<file path="src/mkc_pkg.sv">
// ----------------------------------------------------------------------------
// mkc_pkg
// Widths, codes and the class-size decode of the mask keyspace counter.
// ----------------------------------------------------------------------------
package mkc_pkg;

  localparam int unsigned PROD_W = 60;
  localparam int unsigned SIZE_W = 16;
  localparam int unsigned DIG_W  = 4;
  localparam int unsigned NDIG   = PROD_W / DIG_W;
  localparam int unsigned CNT_W  = $clog2(NDIG);
  localparam int unsigned T_W    = SIZE_W + DIG_W;
  localparam int unsigned NCUST  = 4;
  localparam int unsigned IDX_W  = $clog2(NCUST);

  localparam logic [PROD_W-1:0] KEYSPACE_CAP = 60'd1000000000000000000;

  // Result status codes
  localparam logic [1:0] STAT_OK   = 2'd0;
  localparam logic [1:0] STAT_CAP  = 2'd1;
  localparam logic [1:0] STAT_ZERO = 2'd2;

  // Mask characters
  localparam logic [7:0] CH_ESC = 8'h3F;  // '?'
  localparam logic [7:0] CH_LOW = 8'h6C;  // 'l'
  localparam logic [7:0] CH_UP  = 8'h75;  // 'u'
  localparam logic [7:0] CH_DIG = 8'h64;  // 'd'
  localparam logic [7:0] CH_SPC = 8'h73;  // 's'
  localparam logic [7:0] CH_ALL = 8'h61;  // 'a'
  localparam logic [7:0] CH_BYT = 8'h62;  // 'b'
  localparam logic [7:0] CH_HXL = 8'h68;  // 'h'
  localparam logic [7:0] CH_HXU = 8'h48;  // 'H'
  localparam logic [7:0] CH_C1  = 8'h31;  // '1'
  localparam logic [7:0] CH_C2  = 8'h32;
  localparam logic [7:0] CH_C3  = 8'h33;
  localparam logic [7:0] CH_C4  = 8'h34;

  // Built-in class sizes
  localparam logic [SIZE_W-1:0] SZ_ALPHA = 16'd26;
  localparam logic [SIZE_W-1:0] SZ_DIGIT = 16'd10;
  localparam logic [SIZE_W-1:0] SZ_SPEC  = 16'd33;
  localparam logic [SIZE_W-1:0] SZ_PRINT = 16'd95;
  localparam logic [SIZE_W-1:0] SZ_BYTE  = 16'd256;
  localparam logic [SIZE_W-1:0] SZ_HEX   = 16'd16;
  localparam logic [SIZE_W-1:0] SZ_ONE   = 16'd1;

  // Request into the digit-serial multiplier
  typedef struct packed {
    logic              start;
    logic [SIZE_W-1:0] size;
  } mkc_mul_req_t;

  // Response from the digit-serial multiplier
  typedef struct packed {
    logic done;
    logic over;
  } mkc_mul_rsp_t;

  // Size named by the byte after '?'; cust holds set four down to set one
  function automatic logic [SIZE_W-1:0] esc_size(input logic [7:0] c,
                                                 input logic [NCUST*SIZE_W-1:0] cust);
    logic [SIZE_W-1:0] s;
    case (c)
      CH_LOW, CH_UP:  s = SZ_ALPHA;
      CH_DIG:         s = SZ_DIGIT;
      CH_SPC:         s = SZ_SPEC;
      CH_ALL:         s = SZ_PRINT;
      CH_BYT:         s = SZ_BYTE;
      CH_HXL, CH_HXU: s = SZ_HEX;
      CH_C1:          s = cust[0*SIZE_W +: SIZE_W];
      CH_C2:          s = cust[1*SIZE_W +: SIZE_W];
      CH_C3:          s = cust[2*SIZE_W +: SIZE_W];
      CH_C4:          s = cust[3*SIZE_W +: SIZE_W];
      default:        s = SZ_ONE;
    endcase
    return s;
  endfunction

endpackage

</file>
<file path="src/mask_keyspace_counter.sv">
// ----------------------------------------------------------------------------
// mask_keyspace_counter
// Parses a password mask byte by byte and multiplies the candidate counts
// of its positions, reporting the keyspace and a status on the last byte.
// ----------------------------------------------------------------------------
//  channel | signals                               | direction
//  --------+---------------------------------------+----------
//  in      | in_valid/in_ready, mask_char, is_last | input
//  out     | out_valid/out_ready, keyspace, status | output
//  cfg     | cfg_valid/cfg_ready, index, data      | input
//
//  A byte that does not close a class token needs no multiply.
//  A byte that closes a class of size above one, with no error set, starts
//  the multiplier, which steps through the 15 four-bit digits of the product.
//  After the last byte the result register is loaded in ST_OUT; bytes of the
//  next mask are taken while that result waits on out_ready.
//  Synchronous active-low reset clears the product to one; cfg always ready.
// ----------------------------------------------------------------------------
module mask_keyspace_counter (
  input  logic                        clk,
  input  logic                        rst_n,
  input  logic                        in_valid,
  output logic                        in_ready,
  input  logic [7:0]                  in_mask_char,
  input  logic                        in_is_last,
  output logic                        out_valid,
  input  logic                        out_ready,
  output logic [mkc_pkg::PROD_W-1:0]  out_keyspace,
  output logic [1:0]                  out_status,
  input  logic                        cfg_valid,
  output logic                        cfg_ready,
  input  logic [mkc_pkg::IDX_W-1:0]   cfg_index,
  input  logic [mkc_pkg::SIZE_W-1:0]  cfg_data
);
  import mkc_pkg::*;

  localparam logic [1:0] ST_IDLE = 2'd0;
  localparam logic [1:0] ST_MUL  = 2'd1;
  localparam logic [1:0] ST_OUT  = 2'd2;

  logic [1:0]        state_r;
  logic [SIZE_W-1:0] cust_r [NCUST];
  logic [PROD_W-1:0] prod_r;
  logic [1:0]        err_r;
  logic              esc_r;
  logic              last_r;
  logic              out_valid_r;
  logic [PROD_W-1:0] out_keyspace_r;
  logic [1:0]        out_status_r;

  logic              in_acc;
  logic              out_load;
  logic [SIZE_W-1:0] size;
  logic              need_mul;
  mkc_mul_req_t      mul_req;
  mkc_mul_rsp_t      mul_rsp;
  logic [PROD_W-1:0] mul_prod;

  // Decode of the current byte
  always_comb begin
    in_acc   = in_valid && in_ready;
    out_load = (state_r == ST_OUT) && (!out_valid_r || out_ready);
    size     = esc_size(in_mask_char, {cust_r[3], cust_r[2], cust_r[1], cust_r[0]});
    need_mul = esc_r && (err_r == STAT_OK) && (size > SZ_ONE);
    mul_req.start = in_acc && need_mul;
    mul_req.size  = size;
  end

  assign in_ready  = (state_r == ST_IDLE);
  assign cfg_ready = 1'b1;

  mkc_mul u_mul (
    .clk     (clk),
    .rst_n   (rst_n),
    .req_i   (mul_req),
    .mcand_i (prod_r),
    .rsp_o   (mul_rsp),
    .prod_o  (mul_prod)
  );

  // Custom set sizes
  always_ff @(posedge clk) begin
    if (!rst_n) begin
      for (int i = 0; i < NCUST; i++) begin
        cust_r[i] <= '0;
      end
    end else if (cfg_valid && cfg_ready) begin
      cust_r[cfg_index] <= cfg_data;
    end
  end

  // Parser and sequencer
  always_ff @(posedge clk) begin
    if (!rst_n) begin
      state_r     <= ST_IDLE;
      prod_r      <= PROD_W'(1);
      err_r       <= STAT_OK;
      esc_r       <= 1'b0;
      last_r      <= 1'b0;
      out_valid_r <= 1'b0;
    end else begin
      if (out_ready && !out_load) begin
        out_valid_r <= 1'b0;
      end
      case (state_r)
        ST_IDLE: begin
          if (in_acc) begin
            last_r <= in_is_last;
            if (esc_r) begin
              esc_r <= 1'b0;
              if (err_r == STAT_OK && size == '0) begin
                err_r <= STAT_ZERO;
              end
            end else if (in_mask_char == CH_ESC && !in_is_last) begin
              esc_r <= 1'b1;
            end
            if (need_mul) begin
              state_r <= ST_MUL;
            end else if (in_is_last) begin
              state_r <= ST_OUT;
            end
          end
        end
        ST_MUL: begin
          if (mul_rsp.done) begin
            if (mul_rsp.over) begin
              err_r <= STAT_CAP;
            end else begin
              prod_r <= mul_prod;
            end
            state_r <= last_r ? ST_OUT : ST_IDLE;
          end
        end
        ST_OUT: begin
          if (out_load) begin
            out_valid_r <= 1'b1;
            prod_r      <= PROD_W'(1);
            err_r       <= STAT_OK;
            esc_r       <= 1'b0;
            state_r     <= ST_IDLE;
          end
        end
        default: begin
          state_r <= ST_IDLE;
        end
      endcase
    end
  end

  // Result register
  always_ff @(posedge clk) begin
    if (out_load) begin
      out_keyspace_r <= (err_r == STAT_OK) ? prod_r : '0;
      out_status_r   <= err_r;
    end
  end

  assign out_valid    = out_valid_r;
  assign out_keyspace = out_keyspace_r;
  assign out_status   = out_status_r;

endmodule

</file>
<file path="src/mkc_mul.sv">
// ----------------------------------------------------------------------------
// mkc_mul
// Digit-serial multiply of the running product by a 16-bit size, with a
// serial compare of the product against the keyspace cap.
// ----------------------------------------------------------------------------
module mkc_mul (
  input  logic                        clk,
  input  logic                        rst_n,
  input  mkc_pkg::mkc_mul_req_t       req_i,
  input  logic [mkc_pkg::PROD_W-1:0]  mcand_i,
  output mkc_pkg::mkc_mul_rsp_t       rsp_o,
  output logic [mkc_pkg::PROD_W-1:0]  prod_o
);
  import mkc_pkg::*;

  logic              busy_r;
  logic              done_r;
  logic [CNT_W-1:0]  cnt_r;
  logic [PROD_W-1:0] a_r;
  logic [PROD_W-1:0] res_r;
  logic [PROD_W-1:0] res_nxt;
  logic [SIZE_W-1:0] size_r;
  logic [SIZE_W-1:0] carry_r;
  logic [SIZE_W-1:0] carry_nxt;
  logic              gt_r;
  logic              gt_nxt;
  logic [DIG_W-1:0]  dig;
  logic [DIG_W-1:0]  cap_dig;
  logic [T_W-1:0]    t;

  // One digit step: digit times size plus carry
  always_comb begin
    dig       = a_r[DIG_W-1:0];
    cap_dig   = KEYSPACE_CAP[int'(cnt_r)*DIG_W +: DIG_W];
    t         = T_W'(dig) * T_W'(size_r) + T_W'(carry_r);
    res_nxt   = {t[DIG_W-1:0], res_r[PROD_W-1:DIG_W]};
    carry_nxt = t[T_W-1:DIG_W];
    // LSB-first compare: a higher digit overrides the verdict so far
    if (t[DIG_W-1:0] > cap_dig) begin
      gt_nxt = 1'b1;
    end else if (t[DIG_W-1:0] < cap_dig) begin
      gt_nxt = 1'b0;
    end else begin
      gt_nxt = gt_r;
    end
  end

  // Control
  always_ff @(posedge clk) begin
    if (!rst_n) begin
      busy_r <= 1'b0;
      done_r <= 1'b0;
      cnt_r  <= '0;
    end else begin
      done_r <= 1'b0;
      if (req_i.start) begin
        busy_r <= 1'b1;
        cnt_r  <= '0;
      end else if (busy_r) begin
        cnt_r <= cnt_r + 1'b1;
        if (cnt_r == CNT_W'(NDIG - 1)) begin
          busy_r <= 1'b0;
          done_r <= 1'b1;
        end
      end
    end
  end

  // Datapath shift registers
  always_ff @(posedge clk) begin
    if (req_i.start) begin
      a_r     <= mcand_i;
      size_r  <= req_i.size;
      carry_r <= '0;
      gt_r    <= 1'b0;
    end else if (busy_r) begin
      a_r     <= a_r >> DIG_W;
      res_r   <= res_nxt;
      carry_r <= carry_nxt;
      gt_r    <= gt_nxt;
    end
  end

  // Cap bits 60 and up are zero, so any carry out is over the cap
  assign rsp_o.done = done_r;
  assign rsp_o.over = (carry_r != '0) || gt_r;
  assign prod_o     = res_r;

endmodule

</file>
<file path="config.mk">
export PLATFORM = sky130hd
export DESIGN_NAME = mask_keyspace_counter
export DESIGN_NICKNAME = d
export VERILOG_FILES = /design/src/mkc_pkg.sv /design/src/mask_keyspace_counter.sv /design/src/mkc_mul.sv
export SDC_FILE = /design/constraint.sdc
export NUM_CORES = 1
export LEC_CHECK = 0
export BUFFER_PORTS_ARGS = -buffer_cell sky130_fd_sc_hd__buf_2
export CORE_MARGIN = 4
export CORE_UTILIZATION = 65
export DETAILED_ROUTE_END_ITERATION = 16
export PLACE_DENSITY = 0.9
export SYNTH_ARGS = -nofsm -noshare
export SYNTH_HDL_FRONTEND = slang
export SYNTH_HIERARCHICAL = 1
export SYNTH_SLANG_ARGS = --single-unit
</file>
<file path="constraint.sdc">
create_clock -name clk -period 14.8 [get_ports clk]
set_clock_uncertainty 0.1 [all_clocks]
set_input_delay 0.74 -clock clk [delete_from_list [all_inputs] [get_ports clk]]
set_output_delay 0.74 -clock clk [all_outputs]
set_load 0.02 [all_outputs]
</file>
==> flow_summary.json <==
{
  "synthFlopType": "edfxtp_1",
  "final_cells": 1821,
  "period_needed_ns": 4.792,
  "drt_iter0_markers": 1041,
  "hold_buffers": 0,
  "p_total_uw": 2147,
  "final_area_sq_um": 18910,
  "port_buffers": 95,
  "drive_above_1_share_pct": 17.16,
  "postCtsSetupRepairBufs": 0,
  "clk_latency_ns": 0.53,
  "grt_pass1_wl_um": 60000,
  "holdWs_ns": 0.3453,
  "worstPathMaxFanout": 61,
  "synth-seq-cells": 352,
  "diodes": 0,
  "cts_sinks": 352,
  "max_freq_ghz": 0.2087,
  "finalSetupTns_ns": 0,
  "synthArstFlopShare_pct": 0,
  "slew_viol_final": 0,
  "core_area_sq_um": 25910,
  "die_y_um": 170.0,
  "dieArea_sq_um": 28910,
  "synth_edf_count": 262,
  "required_ns": 14.85,
  "start_kind": "primary input",
  "antenna_found_initial": 2,
  "yosys.area.top_type": "edfxtp_1",
  "place_congestion": 0.8936,
  "irDropWorstVdd_mv": 0.1299,
  "setup_viol": 0,
  "post_cts_resized": 0,
  "hpwl_um": 23610,
  "hold_violations": 0,
  "yosysSeqAreaShare_pct": 56.66,
  "grt_usage_pct": 26.09,
  "tightest_slew_ns": 0.9925,
  "maxSlewHeadroom_pct": 33.84,
  "wl_met2_um": 18560,
  "wl_met1_um": 14860,
  "ant_nets": 0,
  "cap_violations": 0,
  "cp-end-kind": "flip-flop",
  "synth_area_sq_um": 17070,
  "synth_top_cell_area_share_pct": 46.10,
  "worstHoldPathType": "reg -> reg",
  "nets": 1575,
  "maxUsedRoutingLayer": "met5",
  "syn_avg_cell_area_sq_um": 12.27,
  "cts_buffer_depth": 3,
  "rows": 59,
  "fillers": 1560,
  "firstDrtPassIters": 8,
  "critPathArrivalTime_ns": 4.84,
  "synth.most_common_cell": "edfxtp_1",
  "vias_per_cell": 6.051,
  "power.density_nw_per_um2": 113.5,
  "synthTopCellsByArea": "edfxtp_1, dfxtp_1, and2_1",
  "clkSlewWorstSetupHoldPaths_ns": 0.06,
  "power_leakage_uw": 0.007196,
  "syn_nets": 1508,
  "wl_met3_um": 2747,
  "dpl_cell_area_sq_um": 17780,
  "wl_um": 37500,
  "period_share_pct": 32.38,
  "start_util_pct": 65.86,
  "synth_cell_types": 76,
  "io-pin-count": 97,
  "numCtsBuffers": 36,
  "multi_input_area_sq_um": 6746,
  "cts_max_level": 2,
  "worst-setup-path-type": "in -> reg",
  "cts_tree": "built",
  "seq_area_sq_um": 9669,
  "synth_warnings": 6,
  "grt_setup_unrepaired": "false",
  "wire_per_inst_um": 20.59,
  "postSynthCellCount": 1391,
  "grt_pass1_vias": 11150,
  "cts-root-buf": "clkbuf_16",
  "die_w_um": 170.0,
  "drc": 0,
  "grt-ovfl-total": 0,
  "vias": 11020,
  "synth_common_cells": "edfxtp_1, and2_1, nand2_1, inv_1, dfxtp_1",
  "dp_cells": 1755,
  "area_growth_pct": 10.83,
  "status": "complete, no violations",
  "grt_max_degree": 86
}
==> worst paths after layout <==
kind | startpoint | to | slack (ns) | cells past startpoint
max | in_mask_char[1] | u_mul/prod_o[43]$_DFFE_PP_ | 10.01 | 11
min | u_mul/prod_o[34]$_DFFE_PP_ | u_mul/prod_o[30]$_DFFE_PP_ | 0.35 | 0
max reg2reg | u_mul/a_r[2]$_DFFE_PP_ | u_mul/carry_r[12]$_SDFFE_PP0P_ | 10.08 | 13
min reg2reg | u_mul/prod_o[34]$_DFFE_PP_ | u_mul/prod_o[30]$_DFFE_PP_ | 0.35 | 0
==> metal layers <==
| layer | track usage [%] | vias to the layer above |
|---|---|---|
| met4 | 8.889 | 4 |
| met5 | 0 | - |
| met3 | 4.623 | 106 |
| li1 | - | 5052 |
| met1 | 35.26 | 5400 |
| met2 | 43.31 | 457 |
==> per-stage QoR <==
stage,util (%),setup WS [ns]
2_1_floorplan,-,9.358
3_3_place_gp,68.62,9.629
3_5_place_dp,68.62,9.502
4_1_cts,72.99,10.05
5_1_grt,72.99,9.767
6_report,72.99,10.01
==> area by class of cell <==
| class | count | share of cell area [%] |
|---|---|---|
| clock inverters | 11 | 0.6351 |
| multi-input cells | 863 | 35.67 |
| inverters | 95 | 1.885 |
| repair buffers | 110 | 3.109 |
| flip-flops and latches | 352 | 51.12 |
| well taps | 335 | 2.216 |
| clock buffers | 55 | 5.359 |
==> critical path, stage by stage <==
cell,delay [ns]
buf_2,0.64
mux2_2,0.42
a32o_1,0.27
a211oi_1,0.22
nand4_1,0.25
o311ai_0,0.82
nor2_4,0
buf_4,0.26
nand2b_1,0.33
inv_2,0.14
buf_4,0.67
==> cells by family (layout without fill, tap and decap cells) <==
kind of cell	count (synthesis)	in the layout	synth area share (%)
AND/OR/NAND/NOR	495	495	17.02
flip-flops	352	352	56.66
AO/OA/AOI/OAI	188	188	8.271
buffers and inverters	176	271	4.040
adder cells (fa/ha/maj)	85	85	8.124
multiplexers	81	81	5.191
XOR/XNOR	13	13	0.6672
other	1	1	0.02197
==> where the power goes <==
| group | internal [uW] | switching, uW | leakage (uW) |
|---|---|---|---|
| registers | 1100 | 19.1 | 0.00316 |
| logic | 51.8 | 103 | 0.00349 |
| clock network | 497 | 375 | 0.000552 |
==> sequential cells by signal, summed over array words and instances (netlist names) <==
register	count
cust_r	64
out_keyspace	60
prod_r	60
u_mul/a_r	60
u_mul/prod_o	60
u_mul/carry_r	16
u_mul/size_r	16
u_mul/cnt_r	4
err_r	2
out_status	2
state_r	2
esc_r	1
last_r	1
out_valid	1
u_mul/busy_r	1
u_mul/done_r	1
u_mul/gt_r	1
==> cells in the final DEF, fill, tap and decap left out, types with 37 or more instances in the layout <==
cell type	netlist	routed
inv_1	95	93
and2_1	169	169
buf_2	11	95
nand2_1	102	102
nand3b_1	76	76
edfxtp_1	262	262
fa_1	43	43
a21boi_0	61	61
clkbuf_16	0	37
ha_1	42	42
mux2_2	59	59
dfxtp_1	90	90
Power figures use the tool's default switching activity.
